===== config.mk =====
export PLATFORM = sky130hd
export DESIGN_NAME = aff_queue
export DESIGN_NICKNAME = d
export VERILOG_FILES = /design/src/aff_pkg.sv /design/src/aff_queue.sv
export SDC_FILE = /design/constraint.sdc
export NUM_CORES = 1
export LEC_CHECK = 0
export BUFFER_PORTS_ARGS = -buffer_cell sky130_fd_sc_hd__buf_4
export CAP_MARGIN = 20
export CORE_UTILIZATION = 51
export DETAILED_ROUTE_END_ITERATION = 16
export GPL_ROUTABILITY_DRIVEN = 0
export PLACE_DENSITY_LB_ADDON = 0.05
export SLEW_MARGIN = 5
export SYNTH_ARGS = -nofsm -noshare
export SYNTH_HDL_FRONTEND = slang
export SYNTH_SLANG_ARGS = --single-unit

===== constraint.sdc =====
create_clock -name clk -period 5.2 [get_ports clk]
set_input_delay 0.26 -clock clk [delete_from_list [all_inputs] [get_ports clk]]
set_output_delay 0.26 -clock clk [all_outputs]
set_load 0.02 [all_outputs]

===== src/aff_pkg.sv =====
// shared types and constants for the affine point transform
`timescale 1ns / 1ps
`default_nettype none

package aff_pkg;

  // fraction bits of the fixed point format
  localparam int FRAC_BITS_DEF = 16;

  // coordinate, product and divider widths
  localparam int CW    = 32;
  localparam int PW    = 65;
  localparam int SW    = 67;
  localparam int MW    = 65;
  localparam int DW    = 64;
  localparam int QW    = 33;

  // queue between front and back
  localparam int QDEPTH = 4;
  localparam int QAW    = 2;

  // configuration port
  localparam int CFG_AW = 5;

  // mode codes
  localparam logic MODE_FWD = 1'b0;
  localparam logic MODE_INV = 1'b1;

  // register indexes
  typedef enum logic [2:0] {
    REG_COEF_A  = 3'd0,
    REG_COEF_B  = 3'd1,
    REG_SHIFT_X = 3'd2,
    REG_COEF_C  = 3'd3,
    REG_COEF_D  = 3'd4,
    REG_SHIFT_Y = 3'd5
  } cfg_reg_t;

  // matrix and translation
  typedef struct packed {
    logic signed [CW-1:0] a;
    logic signed [CW-1:0] b;
    logic signed [CW-1:0] tx;
    logic signed [CW-1:0] c;
    logic signed [CW-1:0] d;
    logic signed [CW-1:0] ty;
  } coef_t;

  // item classified by the front, waiting in the queue
  typedef struct packed {
    logic          mode;
    logic          sing;
    logic [CW-1:0] fx;
    logic [CW-1:0] fy;
    logic          fovf;
    logic          negx;
    logic          negy;
    logic [MW-1:0] magx;
    logic [MW-1:0] magy;
  } ent_t;

  // item fields carried along the divider
  typedef struct packed {
    logic          mode;
    logic          sing;
    logic [CW-1:0] fx;
    logic [CW-1:0] fy;
    logic          fovf;
    logic          negx;
    logic          negy;
  } pay_t;

  // one divider lane
  typedef struct packed {
    logic [DW-1:0] rem;
    logic [QW-1:0] low;
    logic [QW-1:0] quo;
    logic          ovf;
  } lane_t;

endpackage

`default_nettype wire


===== src/aff_queue.sv =====
// short item queue between front and back
`timescale 1ns / 1ps
`default_nettype none

module aff_queue (
  input  wire            clk,
  input  wire            rst_n,
  input  wire            push,
  input  aff_pkg::ent_t  push_ent,
  output logic           full,
  input  wire            pop,
  output aff_pkg::ent_t  pop_ent,
  output logic           empty
);

  localparam int QAW = aff_pkg::QAW;

  aff_pkg::ent_t   mem_r [aff_pkg::QDEPTH];
  logic [QAW-1:0]  wp_r, rp_r;
  logic [QAW:0]    cnt_r;

  assign full    = (cnt_r == (QAW+1)'(aff_pkg::QDEPTH));
  assign empty   = (cnt_r == '0);
  assign pop_ent = mem_r[rp_r];

  // pointers and fill count
  always_ff @(posedge clk) begin
    if (!rst_n) begin
      wp_r  <= '0;
      rp_r  <= '0;
      cnt_r <= '0;
    end else begin
      if (push) wp_r <= wp_r + 1'b1;
      if (pop)  rp_r <= rp_r + 1'b1;
      case ({push, pop})
        2'b10:   cnt_r <= cnt_r + 1'b1;
        2'b01:   cnt_r <= cnt_r - 1'b1;
        default: cnt_r <= cnt_r;
      endcase
    end
  end

  // storage
  always_ff @(posedge clk) begin
    if (push) mem_r[wp_r] <= push_ent;
  end

endmodule

`default_nettype wire


Word level (Yosys, flattened, before mapping)

Memory sizes are Yosys's and may differ from the RTL's. A register that Yosys moved wholly into a read port is not among the register bits.
Index checks and enable logic that the tools add are counted.

Muxes and demuxes: 5
Add/subtract/negate cells: 4
Reductions and logical operators: 2
Equal/unequal tests: 3

Operators with widths:

| cell                  | number |
|---|---|
| $pmux W3 S2           | 1 |
| $add A2 B1 Y2 const B | 2 |
| $mux W2               | 2 |
| $add A3 B1 Y3 const B | 1 |
| $eq A3 B3 Y1 const B  | 1 |
| $logic_not A3 Y1      | 1 |
| $sub A3 B1 Y3 const B | 1 |
| $eq A2 B1 Y1 const B  | 1 |
| $eq A2 B2 Y1 const B  | 1 |
| $mux W1               | 2 |
| $reduce_bool A2 Y1    | 1 |

Bits in writable memories: 796
Register bits: 7
Memories kept: 1

Memory list:

| memory | depth | bits a word | rd ports | clocked after memory_dff | write ports | line            | RTL |
|---|---|---|---|---|---|---|---|
| mem_r  | 4     | 199         | 1        | 1                        | 1           | aff_queue.sv:18 | `aff_pkg::ent_t mem_r [aff_pkg::QDEPTH];` |

Logic depth before layout (Yosys ltp)

Gate-level depths: netlist (run 1).

Depth after elaboration: 3
Depth in mapped cells: 7
Gate-level depth less buffers: 7

Least setup slack after synthesis (run 1)

OpenSTA, ideal clock, no wires.

Path kind: flip-flop to flip-flop
Start: register wp_r[0]
End: memory mem_r[0][0] (netlist bit) (enable)
Setup slack: -0.451 ns
Stages on the path, launching flop included: 4
Library setup time: 0.583 ns
Period minus slack after synthesis: 5.651 ns
Data arrival time: 5.068 ns
Cell sequence: dfxtp_1 inv_1 ha_1 and2_1

RTL lines:

| what                   | line            | RTL |
|---|---|---|
| start, declared        | aff_queue.sv:19 | `logic [QAW-1:0] wp_r, rp_r;` |
| start signal, assigned | aff_queue.sv:33 | `if (push) wp_r <= wp_r + 1'b1;` |
| end, declared          | aff_queue.sv:18 |  |

No word-level cell before the write port.

==> flow_summary.yaml, run 1 <==
clock_network:
  clock_path_buffers: 3
  cts.sinks: 805
  cts_root_buffer: "clkbuf_16"
  cts_max_level: 3
  cts_buffers: 82
  cts_tree: "built"
  insertion_delay_ps: 600
  clkTransAtPathRegs_ps: 60
worst_setup_path:
  arrival_ps: 2940
  cp_max_fo: 88
  worstSetupPathType: "reg -> out"
  rrSetupSlack_ps: 2840
  crit_path_end_kind: "primary output"
  critPathLaunchType: "flip-flop"
  required_ps: 4940
sta:
  max_freq_mhz: 313.0
  fin_setup_tns_ps: 0
  tightest_slew_ps: 940.7
  fin_crit_ps: 3195
  timing.final.crit_share: 0.6145
  clock_skew_ps: 8.433
  rsz0062_at_grt: "false"
  hold_viol_final: 0
  drv_slew: 0
  setup_violations: 0
  worst_slew_margin_rel: 0.3728
logic_synthesis:
  synth.area.top_cells: "edfxtp_1 82%, mux4_2 15%, dfxtp_1 0.62%"
  yosysSeqAreaShare: 0.8267
  synth_area_mm2: 0.02913
  ys_seq_elements: 805
  synth.avg_cell_area_um2: 26.85
  synth_nets: 1294
  synth_top_area_frac: 0.8205
  synth_largest_area_cell: "edfxtp_1"
  synthCells: 1085
  ys_types: 21
  ys_warn_count: 0
die:
  core_area_mm2: 0.05639
  die_x_um: 241.0
  design.die.area_mm2: 0.05808
  rows: 87
  die_y_um: 241.0
  io-pin-count: 404
  start_util: 0.5167
global_routing:
  globalRouteTotalUtil: 0.2031
  antenna_found_initial: 8
  grt_pass1_vias: 14370
  overflow: 0
  grt_max_degree: 131
  grt_pass1_wl_um: 86870
pwr:
  intPower_mw: 11.47
  leakage_nw: 12.72
  power_frac_clock: 0.365
  p_per_area_mw_per_mm2: 393.8
  power_frac_seq: 0.510
  ir_worst_vdd_v: 0.0002924
  p_sw_frac: 0.2249
  power.net_switching_mw: 3.327
  comb_power_share: 0.125
run_status:
  status: "finished clean"
cells_and_area:
  nNetsFinal: 1957
  syn2layout_area_growth_pct: 28.95
  multi_input_area_mm2: 0.004740
  layout-drive-gt1-share: 0.4050
  fill_cells: 3787
  fin_util: 0.6662
  seqCellArea_mm2: 0.02409
detailed_routing:
  drtAntennaViolNets: 0
  first_iter_violations: 734
  vias: 13680
  routedWlPerCell_um: 22.91
  drc: 0
  drt_first_pass_iters: 5
  viasPerCell: 5.344
  wirelength_um: 58630
placement:
  dp_hpwl_um: 34120
  io_buffers: 403
worst_hold_path:
  hold_class: "in -> reg"
run:
  cap_violations: 0
-- power groups by stage --
stage,Clock (mW),Sequential [mW],Combinational (mW)
CTS,5.55,7.55,1.89
global placement,0,7.67,1.74
detailed placement,0,7.68,1.75
finish,5.40,7.54,1.85
global route,5.78,7.57,1.97
floorplan,0,7.66,0.992
-- per-stage QoR --
| stage | cells | worst slack [ps] | power, mW | cell area [um2] | hold WS, ps |
|---|---|---|---|---|---|
| after CTS | 2556 | 1879 | 14.98 | 37560 | 360.1 |
| final | 2559 | 2005 | 14.80 | 37570 | 403.5 |
| after global routing | 2558 | 1769 | 15.31 | 37560 | 383.3 |
| after detailed placement | 2218 | 2532 | 9.435 | 33100 | 461.9 |
| after floorplan | 1085 | 1781 | 8.655 | 29140 | 358.9 |
| after global placement | 2218 | 2539 | 9.409 | 33100 | 459.0 |
-- flip-flops by register name, indices dropped and copies added, names as in the netlist, named ones only --
| register | cells |
|---|---|
| cnt_r | 3 |
| rp_r | 2 |
| wp_r | 2 |
| mem_r | 796 |
-- path summary, 6_finish.rpt --
path                      start             to  depth (start not counted)
hold / removal    push_ent[122]  mem_r[1][122]                          2
setup / recovery      flip-flop   pop_ent[175]                          3
setup reg to reg        wp_r[0]  mem_r[0][142]                          4
hold reg to reg        cnt_r[2]       cnt_r[2]                          2
-- layout by cell type (no fill, tap or decap), types with 7 or more instances in the layout --
cell type      instances
clkinv_1              13
clkinv_2              10
mux4_2               199
dfxtp_1                7
buf_12                11
clkbuf_16             85
buf_4                410
edfxtp_1             796
clkbuf_1              20
dlygate4sd3_1        202
-- synthesized netlist by cell type --
cell / number
a21boi_0: 1
and2_1: 10
and3_1: 1
buf_1: 7
buf_2: 22
buf_6: 14
clkbuf_1: 1
dfxtp_1: 9
edfxtp_1: 796
fa_1: 1
ha_1: 5
inv_1: 6
mux2i_1: 1
mux4_2: 199
nand2_1: 2
nor2b_1: 1
nor3_1: 1
o21ai_0: 2
or3_1: 1
xnor2_1: 2
xor2_1: 3
-- timing repair --
| item | in CTS | in global routing |
|---|---|---|
| resized for setup | 0 | 0 |
| setup buffers | 0 | 0 |
| endpoints found under the setup margin | 0 | 0 |
| hold endpoints to repair | 805 | 0 |
| hold buffers | 202 | 0 |
-- per-layer routing --
layer / routed length [um] / global-route usage / up-vias
li1: - / - / 6033
met3: 4379 / 0.05868 / 82
met2: 28840 / 0.3204 / 374
met1: 24180 / 0.2757 / 7174
met5: 74 / 0 / -
met4: 1153 / 0.06444 / 12
-- critical path, cell delays in order (launching register included) --
cell     delay (ps)
dfxtp_4         750
buf_12          540
mux4_2          610
buf_4           170
-- cell type report --
cell class,count,area share
inverter,6,0.0005995
clock inverter,30,0.005995
clock buffer,106,0.05898
sequential,805,0.6413
tap,756,0.02518
timing repair buffer,623,0.1416
antenna,3,0.0001998
multi-input combinational,230,0.1262
-- cell families (layout without fill, tap and decap cells) --
kind of cell	after synthesis	count (layout)	share of synthesized area
muxes	200	200	0.1542
and+or+nand+nor	16	16	0.003221
xor gates and xnor gates	5	5	0.001503
buffers and inverters	50	765	0.01099
AOI/OAI and AO/OA	3	3	0.0006014
other	0	3	0
adders and majority gates	6	6	0.002835
DFF	805	805	0.8267
(Power assumes the default switching activity.)
==> run 2, diff against run 1 <==
- ABC_AREA: default -> 1
- CORE_UTILIZATION: 51 -> 52
- clock period: 5.2 -> 2.9 ns (I/O delays scaled with it)
==> run 2 against run 1 <==
  * Critical path type unchanged
  * Worst setup slack lost 1800 ps
  * Area after synthesis grew 2.2%
  * Largest cell class unchanged
  * Critical endpoint is now pop_ent[134]
  * Non-clock buffer count grew 11
  * Register-to-register slack lost 1900 ps
==> flow_summary.yaml, run 2 <==
global_routing:
  overflow: 0
  grt_pass1_vias: 18430
  grt_max_degree: 205
  antenna_found_initial: 9
  grt_pass1_wl_um: 104400
  globalRouteTotalUtil: 0.2374
logic_synthesis:
  synth_largest_area_cell: "edfxtp_1"
  synth_top_area_frac: 0.8026
  yosysMostFrequentCell: "edfxtp_1"
  synthArstFlopShare: 0
  synth_ff_type: "edfxtp_1"
  synth.avg_cell_area_um2: 15.03
  ys_types: 19
  synth_nets: 2190
  synth.area.top_cells: "edfxtp_1 80%, o21ai_0 6.4%, nor2_1 5.1%"
  ys_warn_count: 0
  yosysSeqAreaShare: 0.8087
  synthCells: 1981
  synth_edf_count: 796
  synth_area_mm2: 0.02978
  ys_seq_elements: 805
  synthTopCellsByCount: "796 x edfxtp_1, 401 x nor2_1, 382 x o21ai_0"
sta:
  setup_violations: 0
  whs_ps: 272.0
  max_freq_mhz: 367.0
  worst_slew_margin_rel: 0.2916
  setup_ws_ps: 175.1
  rsz0062_at_grt: "false"
  clock_skew_ps: 12.21
  drv_slew: 0
  hold_viol_final: 0
  timing.final.crit_share: 0.9396
  fin_crit_ps: 2725
  tightest_slew_ps: 1063
cells_and_area:
  design_area_mm2: 0.03821
  fill_cells: 3967
  mostFrequentLayoutCells: "796 x edfxtp_1, 410 x buf_4, 401 x nor2_1, 382 x o21ai_0, 202 x dlygate4sd3_1"
  seqCellArea_mm2: 0.02409
  top_register: "mem_r"
  multi_input_area_mm2: 0.004950
  syn2layout_area_growth_pct: 28.31
  layout-drive-gt1-share: 0.2134
  nNetsFinal: 2775
  mostFrequentLayoutCell: "edfxtp_1"
  reg_top3: "mem_r x796, cnt_r x3"
  largest_reg_flops: 796
clock_network:
  insertion_delay_ps: 610
  cts_root_buffer: "clkbuf_16"
  cts_max_level: 3
  clkTransAtPathRegs_ps: 60
  cts_buffers: 80
  post_cts_buffers: 0
  cts_repair_resize_count: 0
  cts.sinks: 805
  cts_tree: "built"
  clock_path_buffers: 3
  ctsHoldBuffers: 202
die:
  io-pin-count: 404
  die_x_um: 241.3
  start_util: 0.5271
  core_area_mm2: 0.05650
  design.die.area_mm2: 0.05823
  die_y_um: 241.3
  rows: 87
pwr:
  total_power_mw: 26.68
  leakage_nw: 13.36
  ir_worst_vdd_v: 0.0004759
  p_per_area_mw_per_mm2: 698.2
run_status:
  status: "finished clean"
detailed_routing:
  first_iter_violations: 1185
  wirelength_um: 69630
  viasPerCell: 5.490
  routedWlPerCell_um: 20.52
  drt_first_pass_iters: 5
  drc: 0
  drtAntennaViolNets: 0
  vias: 18630
worst_setup_path:
  required_ps: 2760
  critPathLaunchType: "flip-flop"
  cp_max_fo: 199
  crit_path_end_kind: "primary output"
  worstSetupPathType: "reg -> out"
  arrival_ps: 2580
placement:
  io_buffers: 403
  dp_hpwl_um: 37590
  dp_slack_ps: 844.4
  postPlaceCellArea_mm2: 0.03360
run:
  cap_violations: 0
worst_hold_path:
  hold_class: "in -> reg"
==> run 2: worst paths after layout <==
| check | from | cells past startpoint | end | slack (ps) |
|---|---|---|---|---|
| worst max-delay path | flip-flop | 4 | pop_ent[134] | 180 |
| worst max register to register | wp_r[0] | 5 | mem_r[2][78] | 930 |
| worst min-delay path | push_ent[78] | 2 | mem_r[0][78] | 270 |
| worst min register to register | rp_r[1] | 1 | flip-flop | 440 |
==> run 2: logic make-up after synthesis <==
kind of cell               after synthesis  share of synthesized area
AOI/OAI and AO/OA                      608                     0.1105
and+or+nand+nor                        414                    0.05239
buffers and inverters                  148                    0.02563
DFF                                    805                     0.8087
adders and majority gates                6                   0.002773
==> run 2: critical path, stage by stage (launching register included) <==
cell	delay, ps
dfxtp_4	380
buf_12	630
o21ai_0	200
o22ai_1	380
buf_4	220
==> run 2: through the flow <==
step / std cells / util / TNS, ps
after floorplan: 1981 / - / -838970
after global placement: 3038 / 0.5947 / 0
after detailed placement: 3038 / 0.5947 / 0
after CTS: 3385 / 0.6760 / 0
after global routing: 3393 / 0.6763 / 0
final: 3394 / 0.6764 / 0
==> run 2: where the power goes <==
part           internal, mW  switching, mW
sequential             13.3         0.0978
combinational          1.20           1.97
clock                  5.94           4.16
==> run 2: layout make-up <==
type	instances	area share
Sequential cell	805	0.6305
Timing Repair Buffer	634	0.1450
Multi-Input combinational cell	1028	0.1295
Clock buffer	98	0.05694
Tap cell	756	0.02475
Clock inverter	47	0.01031
Inverter	17	0.002390
Antenna cell	9	0.0005894
==> run 2: routing by layer <==
metal | vias to the layer above | track usage | routed length, um
met4 | 2 | 0.08611 | 2158
li1 | 8695 | - | -
met5 | - | 0 | 10
met3 | 133 | 0.05880 | 5081
met2 | 578 | 0.3856 | 34070
met1 | 9225 | 0.3120 | 28310
